[config.mk]
export PLATFORM = sky130hd
export DESIGN_NAME = multiplex_frame_receiver_unit
export DESIGN_NICKNAME = d
export VERILOG_FILES = /design/src/rtl/mfr_pkg.sv /design/src/rtl/multiplex_frame_receiver_unit.sv /design/src/rtl/mfr_front.sv /design/src/rtl/mfr_queue.sv /design/src/rtl/mfr_back.sv
export SDC_FILE = /design/constraint.sdc
export NUM_CORES = 1
export LEC_CHECK = 0
export ABC_AREA = 1
export BUFFER_PORTS_ARGS = -buffer_cell sky130_fd_sc_hd__buf_2
export CORE_ASPECT_RATIO = 0.9
export CORE_UTILIZATION = 40
export CTS_CLUSTER_DIAMETER = 150
export DETAILED_ROUTE_END_ITERATION = 16
export GPL_TIMING_DRIVEN = 0
export SLEW_MARGIN = 10
export SYNTH_ARGS = -nofsm -noshare
export SYNTH_HDL_FRONTEND = slang
export SYNTH_SLANG_ARGS = --single-unit
[constraint.sdc]
create_clock -name clk -period 11 [get_ports clk]
set_input_delay 1.65 -clock clk [delete_from_list [all_inputs] [get_ports clk]]
set_output_delay 1.65 -clock clk [all_outputs]
set_load 0.03 [all_outputs]
[src/rtl/mfr_pkg.sv]
// mfr_pkg: shared types, codes and crc helper for the multiplex frame receiver
// no dependencies
package mfr_pkg;

  localparam int FrameBytes   = 256;
  localparam int CommandBytes = 256;

  localparam logic [7:0] Hdr1 = 8'h54;
  localparam logic [7:0] Hdr2 = 8'hab;

  localparam logic [0:0] CfgOwnId  = 1'b0;
  localparam logic [0:0] CfgSubCode = 1'b1;

  typedef enum logic [3:0] {
    PH_H1, PH_H2, PH_SRC, PH_DST, PH_SIZE, PH_SUB, PH_CHAN, PH_LEN,
    PH_PAY, PH_REST, PH_CRCLO, PH_CRCHI
  } phase_t;

  typedef enum logic [3:0] {
    ST_OK = 4'd0, ST_LARGE = 4'd1, ST_CRC = 4'd2, ST_NOTOURS = 4'd3,
    ST_SUB = 4'd4, ST_CHAN = 4'd5, ST_LEN = 4'd6, ST_OVER = 4'd7,
    ST_MALF = 4'd8
  } status_t;

  typedef struct packed {
    logic       kind;
    logic [7:0] data_byte;
    logic [3:0] status;
    logic       is_query;
    logic [6:0] reply_id;
    logic [8:0] payload_count;
  } event_t;

  typedef struct packed {
    logic       kind;
    logic [7:0] data_byte;
    logic [3:0] status;
    logic       is_query;
    logic [6:0] reply_id;
    logic [8:0] payload_count;
    logic [8:0] command_fill;
  } result_t;

  function automatic logic [15:0] crc_update(input logic [15:0] crc, input logic [7:0] b);
    logic [15:0] c;
    c = crc ^ {b, 8'h00};
    for (int i = 0; i < 8; i++) begin
      c = c[15] ? ({c[14:0], 1'b0} ^ 16'h1021) : {c[14:0], 1'b0};
    end
    return c;
  endfunction

endpackage

[src/rtl/multiplex_frame_receiver_unit.sv]
// multiplex_frame_receiver_unit: top level, parser front, queue, fill-accounting back
// depends on mfr_pkg, mfr_front, mfr_queue, mfr_back
// one byte per cycle while the event register is free or being taken; crc and parse step are combinational
// a result is registered in the event reg at the edge that accepts its byte,
// then written to the queue, then loaded into the output reg
// synchronous reset returns parser to header hunt, crc to ffff, fill to zero
// reset sets own_id to 1 and client_subframe_code to 0x40
module multiplex_frame_receiver_unit (
  input  logic       clk,
  input  logic       rst,
  input  logic       in_valid,
  output logic       in_ready,
  input  logic [7:0] rx_byte,
  input  logic       cfg_we,
  input  logic [0:0] cfg_index,
  input  logic [7:0] cfg_data,
  output logic       out_valid,
  input  logic       out_ready,
  output logic       kind,
  output logic [7:0] data_byte,
  output logic [3:0] status,
  output logic       is_query,
  output logic [6:0] reply_id,
  output logic [8:0] payload_count,
  output logic [8:0] command_fill
);

  logic [7:0] own_id;
  logic [6:0] sub_code;
  logic ev_valid, ev_ready, q_valid, q_ready;
  mfr_pkg::event_t ev, q_data;
  mfr_pkg::result_t res;

  always_ff @(posedge clk) begin
    if (rst) begin
      own_id <= 8'd1; sub_code <= 7'd64;
    end else if (cfg_we) begin
      unique case (cfg_index)
        mfr_pkg::CfgOwnId:   own_id <= cfg_data;
        mfr_pkg::CfgSubCode: sub_code <= cfg_data[6:0];
        default: ;
      endcase
    end
  end

  mfr_front u_front (
    .clk, .rst, .in_valid, .in_ready, .rx_byte, .own_id,
    .client_subframe_code(sub_code), .ev_valid, .ev_ready, .ev
  );

  mfr_queue u_queue (
    .clk, .rst, .wr_valid(ev_valid), .wr_ready(ev_ready), .wr_data(ev),
    .rd_valid(q_valid), .rd_ready(q_ready), .rd_data(q_data)
  );

  mfr_back u_back (
    .clk, .rst, .q_valid, .q_ready, .q_data,
    .res_valid(out_valid), .res_ready(out_ready), .res
  );

  assign kind = res.kind;
  assign data_byte = res.data_byte;
  assign status = res.status;
  assign is_query = res.is_query;
  assign reply_id = res.reply_id;
  assign payload_count = res.payload_count;
  assign command_fill = res.command_fill;

endmodule

[src/rtl/mfr_front.sv]
// mfr_front: byte parser, crc and frame checks; emits payload and pre-verdict events
// depends on mfr_pkg
module mfr_front (
  input  logic              clk,
  input  logic              rst,
  input  logic              in_valid,
  output logic              in_ready,
  input  logic [7:0]        rx_byte,
  input  logic [7:0]        own_id,
  input  logic [6:0]        client_subframe_code,
  output logic              ev_valid,
  input  logic              ev_ready,
  output mfr_pkg::event_t   ev
);

  mfr_pkg::phase_t phase, phase_next;
  logic [15:0] crc, crc_next;
  logic [31:0] acc, acc_next;
  logic [2:0]  shc, shc_next;
  logic [31:0] fsize, fsize_next;
  logic [8:0]  consumed, consumed_next;
  logic [3:0]  hlen, hlen_next;
  logic [7:0]  src, src_next;
  logic        dmatch, dmatch_next;
  logic [3:0]  ierr, ierr_next;
  logic [8:0]  remain, remain_next;
  logic [7:0]  crclo, crclo_next;

  logic        take;
  logic        emit;
  mfr_pkg::event_t ev_d;

  logic [2:0]  sh;
  logic [31:0] acc_f;
  logic [1:0]  vr;
  logic [15:0] crc_b;
  logic [31:0] lim;

  assign in_ready = !ev_valid || ev_ready;
  assign take = in_valid && in_ready;

  always_comb begin
    sh = (shc > 3'd4) ? 3'd4 : shc;
    unique case (sh)
      3'd0: acc_f = acc | {25'd0, rx_byte[6:0]};
      3'd1: acc_f = acc | {18'd0, rx_byte[6:0], 7'd0};
      3'd2: acc_f = acc | {11'd0, rx_byte[6:0], 14'd0};
      3'd3: acc_f = acc | {4'd0, rx_byte[6:0], 21'd0};
      default: acc_f = acc | {rx_byte[3:0], 28'd0};
    endcase
    if (!rx_byte[7]) vr = 2'd1;
    else if (sh >= 3'd4) vr = 2'd2;
    else vr = 2'd0;
  end

  always_comb begin
    phase_next = phase; crc_next = crc; acc_next = acc; shc_next = shc;
    fsize_next = fsize; consumed_next = consumed; hlen_next = hlen;
    src_next = src; dmatch_next = dmatch; ierr_next = ierr;
    remain_next = remain; crclo_next = crclo;
    emit = 1'b0;
    ev_d = '0;
    ev_d.is_query = src[7];
    ev_d.reply_id = src[6:0];
    crc_b = mfr_pkg::crc_update(crc, rx_byte);
    lim = 32'(mfr_pkg::FrameBytes) - {28'd0, hlen_next};
    unique case (phase)
      mfr_pkg::PH_H1: begin
        if (rx_byte == mfr_pkg::Hdr1) begin
          crc_next = mfr_pkg::crc_update(16'hffff, rx_byte);
          phase_next = mfr_pkg::PH_H2;
        end
      end
      mfr_pkg::PH_H2: begin
        crc_next = crc_b;
        phase_next = (rx_byte == mfr_pkg::Hdr2) ? mfr_pkg::PH_SRC : mfr_pkg::PH_H1;
      end
      mfr_pkg::PH_SRC: begin
        crc_next = crc_b; src_next = rx_byte; phase_next = mfr_pkg::PH_DST;
      end
      mfr_pkg::PH_DST: begin
        crc_next = crc_b; dmatch_next = (rx_byte == own_id);
        acc_next = '0; shc_next = '0; hlen_next = 4'd4;
        phase_next = mfr_pkg::PH_SIZE;
      end
      mfr_pkg::PH_SIZE: begin
        crc_next = crc_b;
        hlen_next = hlen + 4'd1;
        lim = 32'(mfr_pkg::FrameBytes) - {28'd0, hlen_next};
        if (vr == 2'd0) begin
          acc_next = acc_f; shc_next = sh + 3'd1;
        end else begin
          fsize_next = (vr == 2'd1) ? acc_f : 32'hffffffff;
          acc_next = '0; shc_next = '0;
          if (fsize_next > lim) begin
            phase_next = mfr_pkg::PH_H1;
            emit = 1'b1;
            ev_d.kind = 1'b1;
            ev_d.status = mfr_pkg::ST_LARGE;
          end else begin
            consumed_next = '0; ierr_next = mfr_pkg::ST_OK; remain_next = '0;
            if (fsize_next == 32'd0) begin
              ierr_next = mfr_pkg::ST_MALF; phase_next = mfr_pkg::PH_CRCLO;
            end else begin
              phase_next = mfr_pkg::PH_SUB;
            end
          end
        end
      end
      mfr_pkg::PH_SUB, mfr_pkg::PH_CHAN, mfr_pkg::PH_LEN,
      mfr_pkg::PH_PAY, mfr_pkg::PH_REST: begin
        crc_next = crc_b;
        consumed_next = consumed + 9'd1;
        if (phase == mfr_pkg::PH_PAY) begin
          emit = 1'b1;
          ev_d = '0;
          ev_d.data_byte = rx_byte;
          if (remain <= 9'd1) begin
            remain_next = '0; phase_next = mfr_pkg::PH_REST;
          end else begin
            remain_next = remain - 9'd1;
          end
        end else if (phase != mfr_pkg::PH_REST) begin
          if (vr == 2'd2) begin
            acc_next = acc_f;
            if (ierr == mfr_pkg::ST_OK) ierr_next = mfr_pkg::ST_MALF;
            phase_next = mfr_pkg::PH_REST;
          end else if (vr == 2'd0) begin
            acc_next = acc_f; shc_next = sh + 3'd1;
          end else if (phase == mfr_pkg::PH_SUB) begin
            acc_next = '0; shc_next = '0;
            if (acc_f != {25'd0, client_subframe_code}) begin
              if (ierr == mfr_pkg::ST_OK) ierr_next = mfr_pkg::ST_SUB;
              phase_next = mfr_pkg::PH_REST;
            end else phase_next = mfr_pkg::PH_CHAN;
          end else if (phase == mfr_pkg::PH_CHAN) begin
            acc_next = '0; shc_next = '0;
            if (acc_f != 32'd1) begin
              if (ierr == mfr_pkg::ST_OK) ierr_next = mfr_pkg::ST_CHAN;
              phase_next = mfr_pkg::PH_REST;
            end else phase_next = mfr_pkg::PH_LEN;
          end else begin
            acc_next = acc_f;
            if (acc_f > fsize - {23'd0, consumed_next}) begin
              if (ierr == mfr_pkg::ST_OK) ierr_next = mfr_pkg::ST_LEN;
              phase_next = mfr_pkg::PH_REST;
            end else begin
              remain_next = acc_f[8:0];
              phase_next = (acc_f != 32'd0) ? mfr_pkg::PH_PAY : mfr_pkg::PH_REST;
            end
          end
        end
        if ({23'd0, consumed_next} >= fsize) begin
          if (phase_next == mfr_pkg::PH_SUB || phase_next == mfr_pkg::PH_CHAN ||
              phase_next == mfr_pkg::PH_LEN) begin
            if (ierr_next == mfr_pkg::ST_OK) ierr_next = mfr_pkg::ST_MALF;
          end
          phase_next = mfr_pkg::PH_CRCLO;
        end
      end
      mfr_pkg::PH_CRCLO: begin
        crclo_next = rx_byte; phase_next = mfr_pkg::PH_CRCHI;
      end
      mfr_pkg::PH_CRCHI: begin
        phase_next = mfr_pkg::PH_H1;
        emit = 1'b1;
        ev_d.kind = 1'b1;
        ev_d.payload_count = (ierr == mfr_pkg::ST_OK) ? acc[8:0] : 9'd0;
        if ({rx_byte, crclo} != crc) ev_d.status = mfr_pkg::ST_CRC;
        else if (!dmatch) ev_d.status = mfr_pkg::ST_NOTOURS;
        else ev_d.status = ierr;
      end
      default: phase_next = mfr_pkg::PH_H1;
    endcase
  end

  always_ff @(posedge clk) begin
    if (rst) begin
      phase <= mfr_pkg::PH_H1; crc <= 16'hffff; acc <= '0; shc <= '0;
      fsize <= '0; consumed <= '0; hlen <= '0; src <= '0; dmatch <= 1'b0;
      ierr <= mfr_pkg::ST_OK; remain <= '0; crclo <= '0; ev_valid <= 1'b0;
    end else begin
      if (ev_valid && ev_ready) ev_valid <= 1'b0;
      if (take) begin
        phase <= phase_next; crc <= crc_next; acc <= acc_next; shc <= shc_next;
        fsize <= fsize_next; consumed <= consumed_next; hlen <= hlen_next;
        src <= src_next; dmatch <= dmatch_next; ierr <= ierr_next;
        remain <= remain_next; crclo <= crclo_next;
        if (emit) ev_valid <= 1'b1;
      end
    end
  end

  always_ff @(posedge clk) begin
    if (take && emit) ev <= ev_d;
  end

endmodule

[src/rtl/mfr_queue.sv]
// mfr_queue: two-entry request queue between parser and verdict stage
// depends on mfr_pkg
module mfr_queue (
  input  logic            clk,
  input  logic            rst,
  input  logic            wr_valid,
  output logic            wr_ready,
  input  mfr_pkg::event_t wr_data,
  output logic            rd_valid,
  input  logic            rd_ready,
  output mfr_pkg::event_t rd_data
);

  mfr_pkg::event_t mem [2];
  logic       wptr, rptr;
  logic [1:0] count;
  logic       wr, rd;

  assign wr_ready = (count != 2'd2);
  assign rd_valid = (count != 2'd0);
  assign wr = wr_valid && wr_ready;
  assign rd = rd_valid && rd_ready;
  assign rd_data = mem[rptr];

  always_ff @(posedge clk) begin
    if (rst) begin
      wptr <= 1'b0; rptr <= 1'b0; count <= '0;
    end else begin
      if (wr) wptr <= !wptr;
      if (rd) rptr <= !rptr;
      count <= count + {1'b0, wr} - {1'b0, rd};
    end
  end

  always_ff @(posedge clk) begin
    if (wr) mem[wptr] <= wr_data;
  end

endmodule

[src/rtl/mfr_back.sv]
// mfr_back: command fill accounting and output register
// depends on mfr_pkg
module mfr_back (
  input  logic              clk,
  input  logic              rst,
  input  logic              q_valid,
  output logic              q_ready,
  input  mfr_pkg::event_t   q_data,
  output logic              res_valid,
  input  logic              res_ready,
  output mfr_pkg::result_t  res
);

  logic [8:0]  fill, fill_next;
  logic [9:0]  sum;
  mfr_pkg::result_t r;
  logic take;

  assign q_ready = !res_valid || res_ready;
  assign take = q_valid && q_ready;

  always_comb begin
    sum = {1'b0, fill} + {1'b0, q_data.payload_count};
    fill_next = fill;
    r = '{kind: q_data.kind, data_byte: q_data.data_byte, status: q_data.status,
          is_query: q_data.is_query, reply_id: q_data.reply_id,
          payload_count: q_data.payload_count, command_fill: 9'd0};
    if (q_data.kind) begin
      if (q_data.status == mfr_pkg::ST_OK) begin
        if (sum > 10'(mfr_pkg::CommandBytes)) begin
          r.status = mfr_pkg::ST_OVER; fill_next = '0;
        end else fill_next = sum[8:0];
      end
      r.command_fill = fill_next;
    end
  end

  always_ff @(posedge clk) begin
    if (rst) begin
      fill <= '0; res_valid <= 1'b0;
    end else begin
      if (res_valid && res_ready) res_valid <= 1'b0;
      if (take) begin
        res_valid <= 1'b1; fill <= fill_next;
      end
    end
  end

  always_ff @(posedge clk) begin
    if (take) res <= r;
  end

endmodule

==> impl_metrics.ini <==
[layout]
nFillCells = 3600
drive_gt1_share_pct = 10.26
synthToLayoutAreaGrowth_pct = 14.01
post-route-cell-area_um2 = 17480
antenna_cell_count = 0
post-route-util_pct = 46.64
final_net_count = 2028

[floorplanning]
placement_row_count = 67
floorplan.die_area_um2 = 39110
io_pins = 63
die_height_um = 187.7
core_um2 = 37470
initial_core_util_pct = 40.91
die-width_um = 208.3

[critical_path]
setup_crit_end_kind = register
path_class = reg -> reg
timing.critical_path.from_type = register
required_time_of_the_critical_path_ps = 11460
worst-path-max-fanout = 4
maximum_cell_stage_delay_along_the_critical_path_ps = 520
worst-endpoint-arrival_ps = 6250
crit_path_frequent_cell = nand2_1
timing.critical_path.slowest_stage_cell = nor3_1

[yosys]
asyncSetResetFlopFracSynth_pct = 0
postSynthRegisterBits = 290
syn-mean-instance-area_um2 = 8.335
synth-warning-count = 0
synth_enable_flop_cells = 129
ys_top_cells_by_count = 340 x nand2_1, 196 x inv_1, 187 x nor2_1
netlist_area_um2 = 15330
synth_top_area_cell = edfxtp_1
synth_nets = 1934
seq_area_frac_synth_pct = 46.30
post-synth-top-area-fraction_pct = 25.27
ys_types = 53
yosys.cell_count.top_type = nand2_1
netlist_instances = 1839
dominantRegCellSynth = dfxtp_1
synthTopCellsByArea = edfxtp_1 25%, dfxtp_1 21%, nand2_1 8.3%, a21oi_1 5.9%, ha_1 5.8%

[drt]
detailroute.via_count = 12910
route.detailed.wl_per_inst_um = 17.73
drt-vias-per-instance = 5.287
drt_pre_antenna_iters = 6
first_iter_violations = 1164
drc = 0
totalWireLength_mm = 43.31
antenna_violating_nets_post_route = 0

[timing]
worst_slew_pin_slew_ps = 1129
final_critical_path_required_period_ps = 5788
final.setup_skew_ps = 14.51
grt_setup_unrepaired = false
maxSlewHeadroom_pct = 24.66
hold_viol = 0
finalMaxSlewViolations = 0
achievable-frequency_mhz = 172.8
finalSetupTns_ps = 0
setup_slack_ps = 5212
finalCritPeriodShare_pct = 52.62
report.final.setup_viol = 0

[power_and_ir_drop]
internal_portion_of_total_power_w = 0.002125
p_sw_share_pct = 29.99
ir_drop_mv = 0.1109
p_total_w = 0.003034
leakage_nw = 7.420
share_seq_of_total_power_pct = 42.0
clock_power_share_pct = 38.6
power.density_cell_area_nw_per_um2 = 173.6
p_sw_w = 0.0009099
combinational_group_share_of_total_power_pct = 19.3

[global_routing]
grt-ovfl-total = 0
first_global_vias = 12130
grt_max_degree = 31
grtUsageTotal_pct = 22.06
number_of_antenna_violations_at_the_first_check_in_global_routing = 0
global_route_wire_length_before_repair_mm = 67.54

[clock_network]
cts_post_setup_buffers_inserted = 0
path_clk_slew_ps = 60
cts_repair_resize_count = 0
cts_tree = done
clock-sinks = 290
clk_latency_ps = 530
holdBufCountCts = 0
cts_made_buffers = 35
htree_num_levels = 2
clk_path_buf_depth = 3
cts_root_buffer = clkbuf_16

[outcome]
result_of_the_run = completed

[place]
io_buffer_count = 54
place_worst_setup_slack_ps = 4996
placedInstanceArea_um2 = 16300
post-dp-hpwl_mm = 32.47
finalWeightedCongestion = 0.9320

[worst_hold_path]
timing.hold.worst.class = reg -> reg

[run]
drv_cap = 0
## routing by layer
layer | global-route usage (%) | vias to the layer above | wire length (µm)
met5 | 0 | - | 0
met4 | 6.353 | 0 | 842
met3 | 2.512 | 65 | 2825
met2 | 34.68 | 432 | 19140
met1 | 31.81 | 6033 | 20500
li1 | - | 6381 | -
## sequential cells by signal (all words and copies together), names as in the netlist, 9 cells and up, named ones only
signal and count:
u_back.res 39, u_front.crc 16, u_front.acc 32, u_front.ev 30
u_back.fill 9, u_front.fsize 32, u_queue.mem 60, u_front.remain 9
u_front.consumed 9
## placed cells by master, fill, tap and decap left out, types with 4 or more instances in the layout
master     synthesis  layout
inv_1            196     196
a211oi_1          19      19
clkinv_2           1       7
a21oi_2            6       6
o31ai_1            4       4
o21ai_0          110     110
nor3_1            19      19
xor2_1            58      58
xnor2_1           29      29
nand2_1          340     340
ha_1              71      71
buf_6              6       6
o21ai_2            4       4
o21ai_1           10      10
a21oi_1          180     179
inv_2              8       8
o21a_1             4       4
nand2_2            8       8
nand3b_1          11      11
mux2_2            24      24
a221oi_1          13      13
clkbuf_16          0      36
edfxtp_1         129     129
nor2_2             5       5
buf_2             11      65
nor2_1           187     185
clkbuf_1          51      57
or2_2              4       4
nand3_1           89      89
dfxtp_1          161     161
nor4_1            10      10
nand4_1           32      32
clkbuf_8           0       5
or2_0              6       6
## through the flow
stage               std cells  hold WS, ps
floorplan                1839        421.5
global placement         2376        426.4
detailed placement       2379        434.0
CTS                      2442        441.2
global route             2442        454.3
finish                   2442        437.1
## final cells by class
class | instances | area (µm²) | share of cell area [%]
multi-input cells | 1273 | 7162 | 40.98
flip-flops and latches | 290 | 7097 | 40.61
clock buffers | 47 | 992.2 | 5.678
inverters | 207 | 778.2 | 4.453
well taps | 483 | 604.3 | 3.458
repair buffers | 57 | 337.8 | 1.933
plain buffers | 69 | 317.8 | 1.819
clock inverters | 16 | 186.4 | 1.067
## path summary, 6_finish.rpt
check,start,end,slack (ps),cells after the start
max,u_front.consumed[0],u_front.ierr[3],5210,35
min,u_front.ev[17],u_queue.mem[1][17],440,0
max reg2reg,u_front.consumed[0],u_front.ierr[3],5210,35
min reg2reg,u_front.ev[17],u_queue.mem[1][17],440,0
## power groups by stage
stage,Combinational [W],Clock (W),Sequential (W)
after floorplan,0.000265,0,0.00145
after global placement,0.000563,0,0.00131
after detailed placement,0.000586,0,0.00130
after CTS,0.000589,0.00119,0.00128
after global routing,0.000639,0.00124,0.00129
final,0.000586,0.00117,0.00128
## worst max-delay path, delay by kind of cell (launching register included)
| kind | cells | cell delay [ps] |
|---|---|---|
| adder cells (fa/ha/maj) | 3 | 830 |
| XOR/XNOR | 2 | 400 |
| buffers and inverters | 3 | 220 |
| flip-flops | 1 | 360 |
| AO/OA/AOI/OAI | 1 | 100 |
| AND/OR/NAND/NOR | 26 | 3810 |
## cell families (layout without fill, tap and decap cells)
kind of cell / after synthesis / count (layout) / synth area share [%]
AND/OR/NAND/NOR: 719 / 719 / 20.25
AO/OA/AOI/OAI: 367 / 367 / 13.31
flip-flops: 290 / 290 / 46.30
buffers and inverters: 276 / 396 / 7.150
XOR/XNOR: 87 / 87 / 4.971
adder cells (fa/ha/maj): 73 / 73 / 6.057
multiplexers: 27 / 27 / 1.959
Power figures use the tool's default switching activity.
